===== config.mk =====
export PLATFORM = sky130hd
export DESIGN_NAME = i2c_master_bit_sequencer_unit
export DESIGN_NICKNAME = d
export VERILOG_FILES = /design/src/rtl/core/i2cmbs_pkg.sv /design/src/rtl/core/i2cmbs_front.sv /design/src/rtl/core/i2cmbs_queue.sv /design/src/rtl/core/i2cmbs_back.sv /design/src/rtl/core/i2c_master_bit_sequencer_unit.sv
export SDC_FILE = /design/constraint.sdc
export NUM_CORES = 1
export LEC_CHECK = 0
export ABC_AREA = 1
export BUFFER_PORTS_ARGS = -buffer_cell sky130_fd_sc_hd__buf_2
export CAP_MARGIN = 10
export CORE_MARGIN = 2
export CORE_UTILIZATION = 50
export CTS_CLUSTER_SIZE = 28
export DETAILED_ROUTE_END_ITERATION = 16
export GPL_TIMING_DRIVEN = 0
export PLACE_DENSITY = 0.73
export RECOVER_POWER = 25
export SLEW_MARGIN = 10
export SYNTH_ARGS = -nofsm -noshare
export SYNTH_HDL_FRONTEND = slang
export SYNTH_SLANG_ARGS = --single-unit

===== constraint.sdc =====
create_clock -name clk -period 2.53 [get_ports clk]
set_clock_uncertainty 0.05 [all_clocks]
set_input_delay 0.506 -clock clk [delete_from_list [all_inputs] [get_ports clk]]
set_output_delay 0.506 -clock clk [all_outputs]
set_load 0.03 [all_outputs]

===== src/rtl/core/i2cmbs_pkg.sv =====
// Package for the I2C master bit sequencer: command codes, the queued
// command word shared by the front, queue and back, and the timing constants.
// No dependencies.
package i2cmbs_pkg;

    typedef enum logic [2:0] {
        OP_START = 3'd0,
        OP_WRITE = 3'd1,
        OP_READ  = 3'd2,
        OP_SACK  = 3'd3,
        OP_DACK  = 3'd4,
        OP_STOP  = 3'd5
    } op_t;

    localparam logic [7:0] LEAD_US = 8'd150;
    localparam logic [7:0] EDGE_US = 8'd5;

    // Index of the final pin edge of each command run.
    localparam logic [4:0] LAST_EDGE_START = 5'd3;
    localparam logic [4:0] LAST_EDGE_WRITE = 5'd23;
    localparam logic [4:0] LAST_EDGE_READ  = 5'd15;
    localparam logic [4:0] LAST_EDGE_SACK  = 5'd2;
    localparam logic [4:0] LAST_EDGE_DACK  = 5'd3;
    localparam logic [4:0] LAST_EDGE_STOP  = 5'd3;

    // Bit phases of one written data bit.
    localparam logic [1:0] PH_DATA = 2'd0;
    localparam logic [1:0] PH_HIGH = 2'd1;
    localparam logic [1:0] PH_LOW  = 2'd2;

    typedef struct packed {
        op_t        op;
        logic [7:0] tx_byte;
        logic       ack_out;
        logic [7:0] bus_bits;
        logic       bus_ack;
        logic       drive;
        logic [4:0] last_edge;
    } cmd_t;

endpackage


===== src/rtl/core/i2cmbs_front.sv =====
// Front stage of the I2C master bit sequencer: accepts command words,
// drops unknown codes and classifies the rest into queued command words.
// Depends on i2cmbs_pkg.
module i2cmbs_front (
    input  logic              clk,
    input  logic              rst_n,
    input  logic              s_tvalid,
    output logic              s_tready,
    input  logic [23:0]       s_tdata,
    input  logic [2:0]        s_tuser,
    output logic              cmd_valid,
    input  logic              cmd_ready,
    output i2cmbs_pkg::cmd_t  cmd
);

    logic             f_valid_reg;
    i2cmbs_pkg::cmd_t f_cmd_reg;
    i2cmbs_pkg::cmd_t f_cmd_next;
    logic             known;

    always_comb
    begin
        known                = 1'b1;
        f_cmd_next.op        = i2cmbs_pkg::op_t'(s_tuser);
        f_cmd_next.tx_byte   = s_tdata[7:0];
        f_cmd_next.ack_out   = s_tdata[8];
        f_cmd_next.bus_bits  = s_tdata[16:9];
        f_cmd_next.bus_ack   = s_tdata[17];
        f_cmd_next.drive     = 1'b1;
        f_cmd_next.last_edge = i2cmbs_pkg::LAST_EDGE_START;
        unique case (s_tuser)
            i2cmbs_pkg::OP_START: f_cmd_next.last_edge = i2cmbs_pkg::LAST_EDGE_START;
            i2cmbs_pkg::OP_WRITE: f_cmd_next.last_edge = i2cmbs_pkg::LAST_EDGE_WRITE;
            i2cmbs_pkg::OP_READ:
            begin
                f_cmd_next.last_edge = i2cmbs_pkg::LAST_EDGE_READ;
                f_cmd_next.drive     = 1'b0;
            end
            i2cmbs_pkg::OP_SACK:
            begin
                f_cmd_next.last_edge = i2cmbs_pkg::LAST_EDGE_SACK;
                f_cmd_next.drive     = 1'b0;
            end
            i2cmbs_pkg::OP_DACK:  f_cmd_next.last_edge = i2cmbs_pkg::LAST_EDGE_DACK;
            i2cmbs_pkg::OP_STOP:  f_cmd_next.last_edge = i2cmbs_pkg::LAST_EDGE_STOP;
            default:              known = 1'b0;
        endcase
    end

    assign s_tready  = !f_valid_reg || cmd_ready;
    assign cmd_valid = f_valid_reg;
    assign cmd       = f_cmd_reg;

    // Unknown codes are taken and discarded: they produce no pin events.
    always_ff @(posedge clk or negedge rst_n)
    begin
        if (!rst_n)
        begin
            f_valid_reg <= 1'b0;
        end
        else if (s_tvalid && s_tready)
        begin
            f_valid_reg <= known;
        end
        else if (cmd_ready)
        begin
            f_valid_reg <= 1'b0;
        end
    end

    always_ff @(posedge clk)
    begin
        if (s_tvalid && s_tready)
        begin
            f_cmd_reg <= f_cmd_next;
        end
    end

endmodule


===== src/rtl/core/i2cmbs_queue.sv =====
// Short command queue between the front and back of the I2C master bit
// sequencer. Depends on i2cmbs_pkg.
module i2cmbs_queue #(
    parameter int DEPTH = 2
) (
    input  logic              clk,
    input  logic              rst_n,
    input  logic              in_valid,
    output logic              in_ready,
    input  i2cmbs_pkg::cmd_t  in_cmd,
    output logic              out_valid,
    input  logic              out_ready,
    output i2cmbs_pkg::cmd_t  out_cmd
);

    localparam int PW = (DEPTH > 1) ? $clog2(DEPTH) : 1;
    localparam int CW = $clog2(DEPTH + 1);
    localparam logic [PW-1:0] PTR_LAST = PW'(DEPTH - 1);
    localparam logic [CW-1:0] CNT_FULL = CW'(DEPTH);

    i2cmbs_pkg::cmd_t slot_reg [DEPTH];
    logic [PW-1:0]    wr_ptr_reg;
    logic [PW-1:0]    rd_ptr_reg;
    logic [CW-1:0]    count_reg;
    logic             push;
    logic             pop;

    assign in_ready  = count_reg != CNT_FULL;
    assign out_valid = count_reg != '0;
    assign out_cmd   = slot_reg[rd_ptr_reg];
    assign push      = in_valid && in_ready;
    assign pop       = out_valid && out_ready;

    always_ff @(posedge clk or negedge rst_n)
    begin
        if (!rst_n)
        begin
            wr_ptr_reg <= '0;
            rd_ptr_reg <= '0;
            count_reg  <= '0;
        end
        else
        begin
            if (push)
            begin
                wr_ptr_reg <= (wr_ptr_reg == PTR_LAST) ? '0 : wr_ptr_reg + 1'b1;
            end
            if (pop)
            begin
                rd_ptr_reg <= (rd_ptr_reg == PTR_LAST) ? '0 : rd_ptr_reg + 1'b1;
            end
            if (push && !pop)
            begin
                count_reg <= count_reg + 1'b1;
            end
            else if (pop && !push)
            begin
                count_reg <= count_reg - 1'b1;
            end
        end
    end

    always_ff @(posedge clk)
    begin
        if (push)
        begin
            slot_reg[wr_ptr_reg] <= in_cmd;
        end
    end

endmodule


===== src/rtl/core/i2cmbs_back.sv =====
// Back stage of the I2C master bit sequencer: walks each queued command
// through its pin edges and drives the registered event output.
// Depends on i2cmbs_pkg.
module i2cmbs_back (
    input  logic              clk,
    input  logic              rst_n,
    input  logic              timing_mode,
    input  logic              cmd_valid,
    output logic              cmd_ready,
    input  i2cmbs_pkg::cmd_t  cmd,
    output logic              m_tvalid,
    input  logic              m_tready,
    output logic [23:0]       m_tdata,
    output logic              m_tlast
);

    typedef enum logic [2:0] {
        ST_IDLE = 3'b001,
        ST_LEAD = 3'b010,
        ST_EDGE = 3'b100
    } state_t;

    state_t           state_reg;
    i2cmbs_pkg::cmd_t cmd_reg;
    logic [4:0]       e_reg;
    logic [1:0]       phase_reg;
    logic [7:0]       tx_sh_reg;
    logic             scl_reg;
    logic             sda_reg;
    logic             drv_reg;

    logic             ov_reg;
    logic [19:0]      od_reg;
    logic             olast_reg;

    logic             scl_next;
    logic             sda_next;
    logic [7:0]       hold;
    logic [7:0]       rd;
    logic             ak;
    logic             is_last;
    logic [7:0]       edge_hold;
    logic             fire;
    logic             take;

    assign fire      = (state_reg != ST_IDLE) && (!ov_reg || m_tready);
    assign take      = cmd_valid && ((state_reg == ST_IDLE) || (fire && is_last));
    assign cmd_ready = take;
    assign edge_hold = timing_mode ? 8'd0 : i2cmbs_pkg::EDGE_US;

    always_comb
    begin
        scl_next = scl_reg;
        sda_next = sda_reg;
        hold     = 8'd0;
        rd       = 8'd0;
        ak       = 1'b0;
        is_last  = 1'b0;
        if (state_reg == ST_LEAD)
        begin
            hold = i2cmbs_pkg::LEAD_US;
        end
        else if (state_reg == ST_EDGE)
        begin
            hold    = edge_hold;
            is_last = e_reg == cmd_reg.last_edge;
            unique case (cmd_reg.op)
                i2cmbs_pkg::OP_START:
                begin
                    case (e_reg[1:0])
                        2'd0:    sda_next = 1'b1;
                        2'd1:    scl_next = 1'b1;
                        2'd2:    sda_next = 1'b0;
                        default: scl_next = 1'b0;
                    endcase
                end
                i2cmbs_pkg::OP_WRITE:
                begin
                    case (phase_reg)
                        i2cmbs_pkg::PH_DATA: sda_next = tx_sh_reg[7];
                        i2cmbs_pkg::PH_HIGH: scl_next = 1'b1;
                        default:             scl_next = 1'b0;
                    endcase
                end
                i2cmbs_pkg::OP_READ:
                begin
                    scl_next = ~e_reg[0];
                    rd       = is_last ? cmd_reg.bus_bits : 8'd0;
                end
                i2cmbs_pkg::OP_SACK:
                begin
                    case (e_reg[1:0])
                        2'd0:    sda_next = 1'b1;
                        2'd1:    scl_next = 1'b1;
                        default: scl_next = 1'b0;
                    endcase
                    ak = is_last && cmd_reg.bus_ack;
                end
                i2cmbs_pkg::OP_DACK:
                begin
                    // The data edges of a driven ack carry no hold time.
                    case (e_reg[1:0])
                        2'd0:
                        begin
                            sda_next = cmd_reg.ack_out;
                            hold     = 8'd0;
                        end
                        2'd1:    scl_next = 1'b1;
                        2'd2:    scl_next = 1'b0;
                        default:
                        begin
                            sda_next = 1'b1;
                            hold     = 8'd0;
                        end
                    endcase
                end
                i2cmbs_pkg::OP_STOP:
                begin
                    case (e_reg[1:0])
                        2'd0:    scl_next = 1'b0;
                        2'd1:    sda_next = 1'b0;
                        2'd2:    scl_next = 1'b1;
                        default: sda_next = 1'b1;
                    endcase
                end
                default:
                begin
                    scl_next = scl_reg;
                end
            endcase
        end
    end

    always_ff @(posedge clk or negedge rst_n)
    begin
        if (!rst_n)
        begin
            state_reg <= ST_IDLE;
            e_reg     <= '0;
            phase_reg <= i2cmbs_pkg::PH_DATA;
            scl_reg   <= 1'b1;
            sda_reg   <= 1'b1;
            drv_reg   <= 1'b0;
            ov_reg    <= 1'b0;
        end
        else
        begin
            if (fire)
            begin
                ov_reg  <= 1'b1;
                scl_reg <= scl_next;
                sda_reg <= sda_next;
            end
            else if (m_tready)
            begin
                ov_reg <= 1'b0;
            end

            if (take)
            begin
                state_reg <= timing_mode ? ST_LEAD : ST_EDGE;
                e_reg     <= '0;
                phase_reg <= i2cmbs_pkg::PH_DATA;
                drv_reg   <= cmd.drive;
            end
            else if (fire)
            begin
                if (state_reg == ST_LEAD)
                begin
                    state_reg <= ST_EDGE;
                end
                else if (is_last)
                begin
                    state_reg <= ST_IDLE;
                end
                else
                begin
                    e_reg     <= e_reg + 5'd1;
                    phase_reg <= (phase_reg == i2cmbs_pkg::PH_LOW) ?
                                 i2cmbs_pkg::PH_DATA : phase_reg + 2'd1;
                end
            end
        end
    end

    always_ff @(posedge clk)
    begin
        if (take)
        begin
            cmd_reg   <= cmd;
            tx_sh_reg <= cmd.tx_byte;
        end
        else if (fire && state_reg == ST_EDGE && phase_reg == i2cmbs_pkg::PH_LOW)
        begin
            tx_sh_reg <= {tx_sh_reg[6:0], 1'b0};
        end
        if (fire)
        begin
            od_reg    <= {ak, rd, hold, drv_reg, sda_next, scl_next};
            olast_reg <= is_last;
        end
    end

    assign m_tvalid = ov_reg;
    assign m_tdata  = {4'd0, od_reg};
    assign m_tlast  = olast_reg;

    a_edge_in_range: assert property (@(posedge clk) disable iff (!rst_n)
        (state_reg == ST_EDGE) |-> (e_reg <= cmd_reg.last_edge))
        else $error("edge index ran past the end of the command run");

    a_input_cmds_release_sda: assert property (@(posedge clk) disable iff (!rst_n)
        ((state_reg != ST_IDLE) &&
         (cmd_reg.op == i2cmbs_pkg::OP_READ || cmd_reg.op == i2cmbs_pkg::OP_SACK))
        |-> !drv_reg)
        else $error("SDA driven during a read or ack sample");

    a_lead_only_in_mode1: assert property (@(posedge clk) disable iff (!rst_n)
        (state_reg == ST_LEAD) |-> timing_mode)
        else $error("lead wait issued in per-edge timing mode");

    a_phase_range: assert property (@(posedge clk) disable iff (!rst_n)
        phase_reg != 2'd3)
        else $error("bit phase counter out of range");

    a_take_when_free: assert property (@(posedge clk) disable iff (!rst_n)
        take |-> ((state_reg == ST_IDLE) || (fire && is_last)))
        else $error("new command loaded while a run is in progress");

endmodule


===== src/rtl/core/i2c_master_bit_sequencer_unit.sv =====
// I2C master bit sequencer, top level: a command front stage, a short
// command queue and the pin-event back stage. Depends on i2cmbs_pkg,
// i2cmbs_front, i2cmbs_queue and i2cmbs_back.
//
// Each accepted command word (start, write byte, read byte, sample ack,
// drive ack, stop) expands into a run of pin-event words: 4, 24, 16, 3, 4
// and 4 events, plus one 150 us lead event when timing_mode is 1. The back
// stage issues one event per clock while the output is taken; the next
// command is loaded on the cycle of the previous run's final event, so runs
// follow each other without a gap. Unknown command codes are accepted and
// produce no events. The front and the queue keep accepting commands while
// the back stage works or the output stalls, until the queue and the front
// register are full. Configuration must be written only while no command is
// outstanding.
module i2c_master_bit_sequencer_unit #(
    parameter int QUEUE_DEPTH = 2
) (
    input  logic        clk,
    input  logic        rst_n,
    input  logic        cfg_we,
    input  logic        cfg_wdata,     // timing_mode
    input  logic        s_tvalid,
    output logic        s_tready,
    input  logic [23:0] s_tdata,       // tx_byte[7:0], ack_out, bus_bits[7:0], bus_ack
    input  logic [2:0]  s_tuser,       // op
    output logic        m_tvalid,
    input  logic        m_tready,
    output logic [23:0] m_tdata,       // scl_level, sda_level, sda_drive, hold_us[7:0],
                                       // read_data[7:0], ack_level
    output logic        m_tlast        // last
);

    logic             timing_mode_reg;
    logic             f_valid;
    logic             f_ready;
    i2cmbs_pkg::cmd_t f_cmd;
    logic             q_valid;
    logic             q_ready;
    i2cmbs_pkg::cmd_t q_cmd;

    always_ff @(posedge clk or negedge rst_n)
    begin
        if (!rst_n)
        begin
            timing_mode_reg <= 1'b0;
        end
        else if (cfg_we)
        begin
            timing_mode_reg <= cfg_wdata;
        end
    end

    i2cmbs_front u_front (
        .clk       (clk),
        .rst_n     (rst_n),
        .s_tvalid  (s_tvalid),
        .s_tready  (s_tready),
        .s_tdata   (s_tdata),
        .s_tuser   (s_tuser),
        .cmd_valid (f_valid),
        .cmd_ready (f_ready),
        .cmd       (f_cmd)
    );

    i2cmbs_queue #(
        .DEPTH (QUEUE_DEPTH)
    ) u_queue (
        .clk       (clk),
        .rst_n     (rst_n),
        .in_valid  (f_valid),
        .in_ready  (f_ready),
        .in_cmd    (f_cmd),
        .out_valid (q_valid),
        .out_ready (q_ready),
        .out_cmd   (q_cmd)
    );

    i2cmbs_back u_back (
        .clk         (clk),
        .rst_n       (rst_n),
        .timing_mode (timing_mode_reg),
        .cmd_valid   (q_valid),
        .cmd_ready   (q_ready),
        .cmd         (q_cmd),
        .m_tvalid    (m_tvalid),
        .m_tready    (m_tready),
        .m_tdata     (m_tdata),
        .m_tlast     (m_tlast)
    );

endmodule


# [Word-level counts from Yosys, hierarchy flattened]
# Memories as Yosys holds them, arrays and structs flattened.
# Cells that the tools add are included.
[totals] ff_bits=94 latchBits=0 mem_bits_rw=54 rom_bits=0 inputBits=33 memories=1
[memory_table] memory="u_queue.slot_reg" depth=2 word_bits=27 rd=1 rd_clocked_by_memory_dff=0 write_ports=1 line_no="i2cmbs_queue.sv:21" text="i2cmbs_pkg::cmd_t slot_reg [DEPTH];"
[classes] n_addsub=6 mul=0 div=0 order_cmp=0 eq_ne=22 shift=0 muxes=51 bitwise_logic=5 reduce_logical=38
[ops] cell="8-bit two-way mux" count=5
[ops] cell="5-bit two-way mux" count=4
[ops] cell="1-bit two-way mux" count=18
[ops] cell="3-bit two-way mux" count=6
[ops] cell="1-bit case mux with 2 select lines" count=8
[ops] cell="3-bit by 2-bit equality test with 1-bit output (second input constant)" count=5
[ops] cell="3-bit equality test (second input constant)" count=5
[ops] cell="5-bit case mux with 3 select lines" count=1
[ops] cell="2-bit two-way mux" count=7
[ops] cell="2-bit nonzero test" count=6
[ops] cell="1-bit logical AND" count=11
[ops] cell="3-bit by 1-bit equality test with 1-bit output (second input constant)" count=3
[ops] cell="2-bit OR reduction" count=4
[ops] cell="3-bit zero test" count=2
[ops] cell="2-bit inequality test (second input constant)" count=3
[ops] cell="1-bit case mux with 6 select lines" count=1
[ops] cell="6-bit OR reduction" count=1
[ops] cell="5-bit by 1-bit adder with 5-bit output (second input constant)" count=1
[ops] cell="5-bit equality test" count=1
[ops] cell="1-bit inverter" count=5
[ops] cell="1-bit case mux with 5 select lines" count=1
[ops] cell="2-bit by 1-bit adder with 2-bit output (second input constant)" count=2
[ops] cell="2-bit by 1-bit equality test with 1-bit output (second input constant)" count=2
[ops] cell="2-bit equality test (second input constant)" count=2
[ops] cell="other kinds (11)" count=18

# [Depth between registers and ports, before layout]
[logic_depth] word_depth=10 mapped_depth=13 ltp_nobuf=12

# [Modules after synthesis]
# From an unflattened synthesis, not the netlist that was laid out.
[hier_totals] cells_unflattened=488 hier_area_um2=5883.1
[by_module_without_submodules] mod="i2cmbs_back" n_inst=1 cells_per_inst=269 area_per_inst_um2=2731.4 seq_area_each_um2=1615.3
[by_module_without_submodules] mod="i2cmbs_queue" n_inst=1 cells_per_inst=169 area_per_inst_um2=2227.1 seq_area_each_um2=1721.7
[by_module_without_submodules] mod="i2cmbs_front" n_inst=1 cells_per_inst=45 area_per_inst_um2=884.6 seq_area_each_um2=805.8
[by_module_without_submodules] mod="i2c_master_bit_sequencer_unit" n_inst=1 cells_per_inst=5 area_per_inst_um2=40.0 seq_area_each_um2=25.0

# [Worst setup path after synthesis]
# Ideal clock, no wire load.
[synth_timing] kind="reg-to-reg" startpoint="reg u_queue.count_reg[1]" endpoint="mem u_queue.slot_reg[1][0] (netlist bit), enable pin" setup_time_ns=0.410 arrival_time_ns=1.720 slack_ns=0.349 stages_incl_launch_ff=4 path_buffers=0 period_less_slack_ns=2.181 path_cell_list="dfrtp_1 > inv_1 > o21ai_0 > nor2_1"
[synth_via] elab_chain_len=4
[synth_lines] element="start, declared" line_no="i2cmbs_queue.sv:24" text="logic [CW-1:0] count_reg;"
[synth_lines] element="start signal, assigned" line_no="i2cmbs_queue.sv:54" text="count_reg <= count_reg + 1'b1;"
[synth_lines] element="start signal, assigned" line_no="i2cmbs_queue.sv:58" text="count_reg <= count_reg - 1'b1;"
[synth_lines] element="2-bit inequality test" line_no="i2cmbs_queue.sv:28" text="assign in_ready = count_reg != CNT_FULL;"
[synth_lines] element="1-bit logical AND" line_no="i2cmbs_queue.sv:31" text="assign push = in_valid && in_ready;"
[synth_lines] element="1-bit two-way mux" line_no="i2cmbs_queue.sv:65" text="if (push)"
[synth_lines] element="1-bit two-way mux (implied by the code)" line_no="i2cmbs_queue.sv:67" text="slot_reg[wr_ptr_reg] <= in_cmd;"
[synth_lines] element="end, declared" line_no="i2cmbs_queue.sv:21"
# Every way passes these cells.

# [Worst setup path in the final report]
[layout_timing] startpoint="reg u_back.state_reg[0]" endpoint="reg u_queue.count_reg[1]"
[layout_via] word_cells_on_any_way=16 cone_classes="eq/ne (4); mux (3); reduce/logical (9)"
[layout_lines] element="start, declared" line_no="i2cmbs_back.sv:23" text="state_t state_reg;"
[layout_lines] element="start signal, assigned" line_no="i2cmbs_back.sv:161" text="state_reg <= timing_mode ? ST_LEAD : ST_EDGE;"
[layout_lines] element="3-bit by 1-bit inequality test with 1-bit output (*)" line_no="i2cmbs_back.sv:46" text="assign fire = (state_reg != ST_IDLE) && (!ov_reg || m_tready);"
[layout_lines] element="1-bit logical AND (*)" line_no="i2cmbs_back.sv:46"
[layout_lines] element="net u_back.fire" line_no="i2cmbs_back.sv:43" text="logic fire;"
[layout_lines] element="1-bit logical AND (*)" line_no="i2cmbs_back.sv:47" text="assign take = cmd_valid && ((state_reg == ST_IDLE) || (fire && is_last));"
[layout_lines] element="1-bit logical OR (*)" line_no="i2cmbs_back.sv:47"
[layout_lines] element="1-bit logical AND (*)" line_no="i2cmbs_back.sv:47"
[layout_lines] element="1-bit logical AND (*)" line_no="i2cmbs_queue.sv:32" text="assign pop = out_valid && out_ready;"
[layout_lines] element="1-bit zero test" line_no="i2cmbs_queue.sv:52" text="if (push && !pop)"
[layout_lines] element="1-bit logical AND" line_no="i2cmbs_queue.sv:52"
[layout_lines] element="2-bit two-way mux or 2-bit nonzero test (tied branches)"
# The timed path passes the listed nets; every way through them passes the cells marked *.
# A chain may end at the register's enable or synchronous reset.

==> run summary <==
dpl cells = 636
final core occ = 60.8%
hold crit path type = input pin to flop
Final GP Congestion = 0.891
TritonCTS buffer count = 17
fillcell total = 803
top post-synthesis cells by area = edfxtp_1, dfrtp_1, nand2_1
ys async rst share = 14.4%
DR iter-0 viols = 193
Initial Util = 51.3%
clock transition at the registers of the reported paths = 0.06 ns
drt drc = 0
Final Slew Violations = 0
synth warn = 0
RSZ-0062 raised after global routing = no
most common cell after layout, fill and taps aside = edfxtp_1
setup bufs post-CTS = 0
Ports = 60
Finished Cell Area = 6620 um^2
top-area cell type share of the netlist area = 64.0%
Total GRT Usage = 16.8%
# diodes = 0
Cell variety after synth = 37
Layout Cells excl Fill = 669
max cap viols = 0
reg2reg path depth = 13
H-tree depth = 4
area grow syn2layout = 18.6%
min Tclk post-route = 2.33 ns
VDD IR-drop max = 0.493 mV
outcome = finished clean
area leader, netlist = edfxtp_1
reg2reg start = u_back.state_reg[0]$_DFFE_PN1P_
wirelength, routed = 9090 um
reg-to-reg slack, setup = 0.20 ns
total gr overflow = 0
num rows = 38
Post-synth top flop = edfxtp_1
layout cell share with drive strength beyond 1 = 24.0%
DP HPWL = 6100 um
final count of negative-setup-slack endpoints = 0
routed length per instance = 13.6 um
Port Buffers = 46
Final Hold Fails = 0
max reg flops = 52
vias post-DR = 3233
Leakage = 2.83 nW
Worst Setup Start Kind = flop
worst hold path endpoint = u_front.cmd[16]$_DFFE_PP_
multi-input combinational cell area = 1240 um^2
Worst EP arrival = 2.68 ns
clk_lat worst skew = 0.52 ns
hold path startpoint = s_tdata[0]
1st-pass router iterations = 5
FF-to-FF End = u_queue.count_reg[1]$_DFFE_PN0P_
clk sinks = 139
first-pass GRT wire length = 14900 um
fin crit share = 92.2%
Post-synth EDFFs = 119
pin count of the biggest net entering global routing = 27
leading cell types in the layout, fill and taps excluded = edfxtp_1, nand2_1, buf_2
Clock Path Buffers = 2
CTS tree = done
WS Path Type = flop to flop
chip height = 110 um
die width = 110 um
vias per cell = 4.83
register area = 4080 um^2
initial antenna violation count = 0
die area = 12000 um^2
hold depth = 1
Nets = 554
mapped cell area = 5580 um^2
syn_area_per_cell = 12.7 um^2
power density cells = 824 nW/um^2
Core ar. = 10900 um^2
nature of the critical path endpoint = flop
vias in the first global route = 3182
Post-DP Area = 6060 um^2
Fmax = 429 MHz
WP data required = 2.87 ns
synthesized instance count = 441
Slew HR = 31.9%
Antenna Nets Post-Route = 0
Least-Margin Pin Slew = 1.02 ns
Pwr Total = 0.00546 W
top fanout value on the critical path = 25
Synth Register Bits = 139
CTS root buf = clkbuf_8
sequential cell area fraction in the yosys report = 73.0%
[report_power, final]
group,switching (W),internal [W]
Clock,0.000914,0.00131
Sequential,0.0000700,0.00256
Combinational,0.000392,0.000213
[metrics by stage]
stage	hold WS [ns]	setup TNS [ns]	worst slack, ns
finish	0.110	0	0.198
global route	0.0828	0	0.00678
CTS	0.0877	0	0.150
detailed placement	0.381	0	0.0610
global placement	0.374	-8.21	-0.158
floorplan	0.160	0	0.349
[worst max-delay path by stage]
| stage | cells after the start | startpoint | slack (ns) | to |
|---|---|---|---|---|
| after detailed placement | 13 | m_tready | 0.06 | u_queue.count_reg[1]$_DFFE_PN0P_ |
| after global placement | 3 | u_queue.count_reg[1]$_DFFE_PN0P_ | -0.16 | u_queue.slot_reg[1][8]$_DFFE_PP_ |
| after floorplan | 3 | u_queue.count_reg[1]$_DFFE_PN0P_ | 0.35 | u_queue.slot_reg[1][0]$_DFFE_PP_ |
| after CTS | 13 | u_back.state_reg[0]$_DFFE_PN1P_ | 0.15 | u_queue.count_reg[1]$_DFFE_PN0P_ |
| after global routing | 13 | u_back.state_reg[0]$_DFFE_PN1P_ | 0.007 | u_queue.count_reg[1]$_DFFE_PN0P_ |
| final | 13 | u_back.state_reg[0]$_DFFE_PN1P_ | 0.20 | u_queue.count_reg[1]$_DFFE_PN0P_ |
[worst max-delay path: stages (launching register included)]
cell and delay, ns:
dfstp_2 0.53, inv_1 0.07, nor2_1 0.11, nand2_2 0.09
nand2_2 0.13, inv_6 0.11, nand3_2 0.10, nand2_2 0.09
nand2_8 0.12, buf_12 0.15, ha_1 0.26, a21oi_1 0.13
o21ai_0 0.11, xor2_1 0.16
[final cells by class]
cell class                 count  share of cell area (%)
multi-input combinational    243                    18.7
timing repair buffer          50                    4.14
buffer                        16                    1.89
tap                          140                    2.65
clock inverter                13                    1.81
sequential                   139                    61.6
clock buffer                  19                    6.37
inverter                      49                    2.89
[routing by layer]
layer,GRT usage (%),vias to the layer above,wire [um]
li1,-,1628,-
met1,21.2,1498,3960
met2,26.8,87,4530
met3,5.04,20,393
met4,7.96,0,207
met5,0,-,0
[synth_stat cells, types with 2 or more instances]
| cell type | n |
|---|---|
| buf_2 | 3 |
| a21oi_1 | 10 |
| nand2_1 | 110 |
| mux2i_1 | 8 |
| o21ai_1 | 2 |
| or2_2 | 3 |
| o21ai_0 | 16 |
| o21ai_2 | 8 |
| edfxtp_1 | 119 |
| nand2_2 | 6 |
| xor2_1 | 4 |
| buf_4 | 10 |
| inv_2 | 4 |
| inv_1 | 43 |
| nand4_1 | 2 |
| nor2_1 | 32 |
| inv_4 | 2 |
| dfrtp_1 | 17 |
| nand3_1 | 13 |
| nor3_1 | 4 |
| dfstp_2 | 3 |
| ha_1 | 5 |
| nand3_2 | 3 |
[kinds of logic after synthesis]
group | Yosys count | share of synthesized area, %
AOI/OAI and AO/OA | 41 | 4.46
other | 1 | 0.0672
muxes | 8 | 1.43
adders and majority gates | 5 | 1.12
DFF | 139 | 73.0
buffers and inverters | 65 | 5.62
xor gates and xnor gates | 5 | 0.784
and+or+nand+nor | 177 | 13.5
[what timing repair did]
item,4_1_cts,5_1_grt
hold endpoints to repair,17,0
gates resized for setup,0,2
hold buffers,1,0
endpoints found under the setup margin,0,1
(Power assumes the default switching activity.)
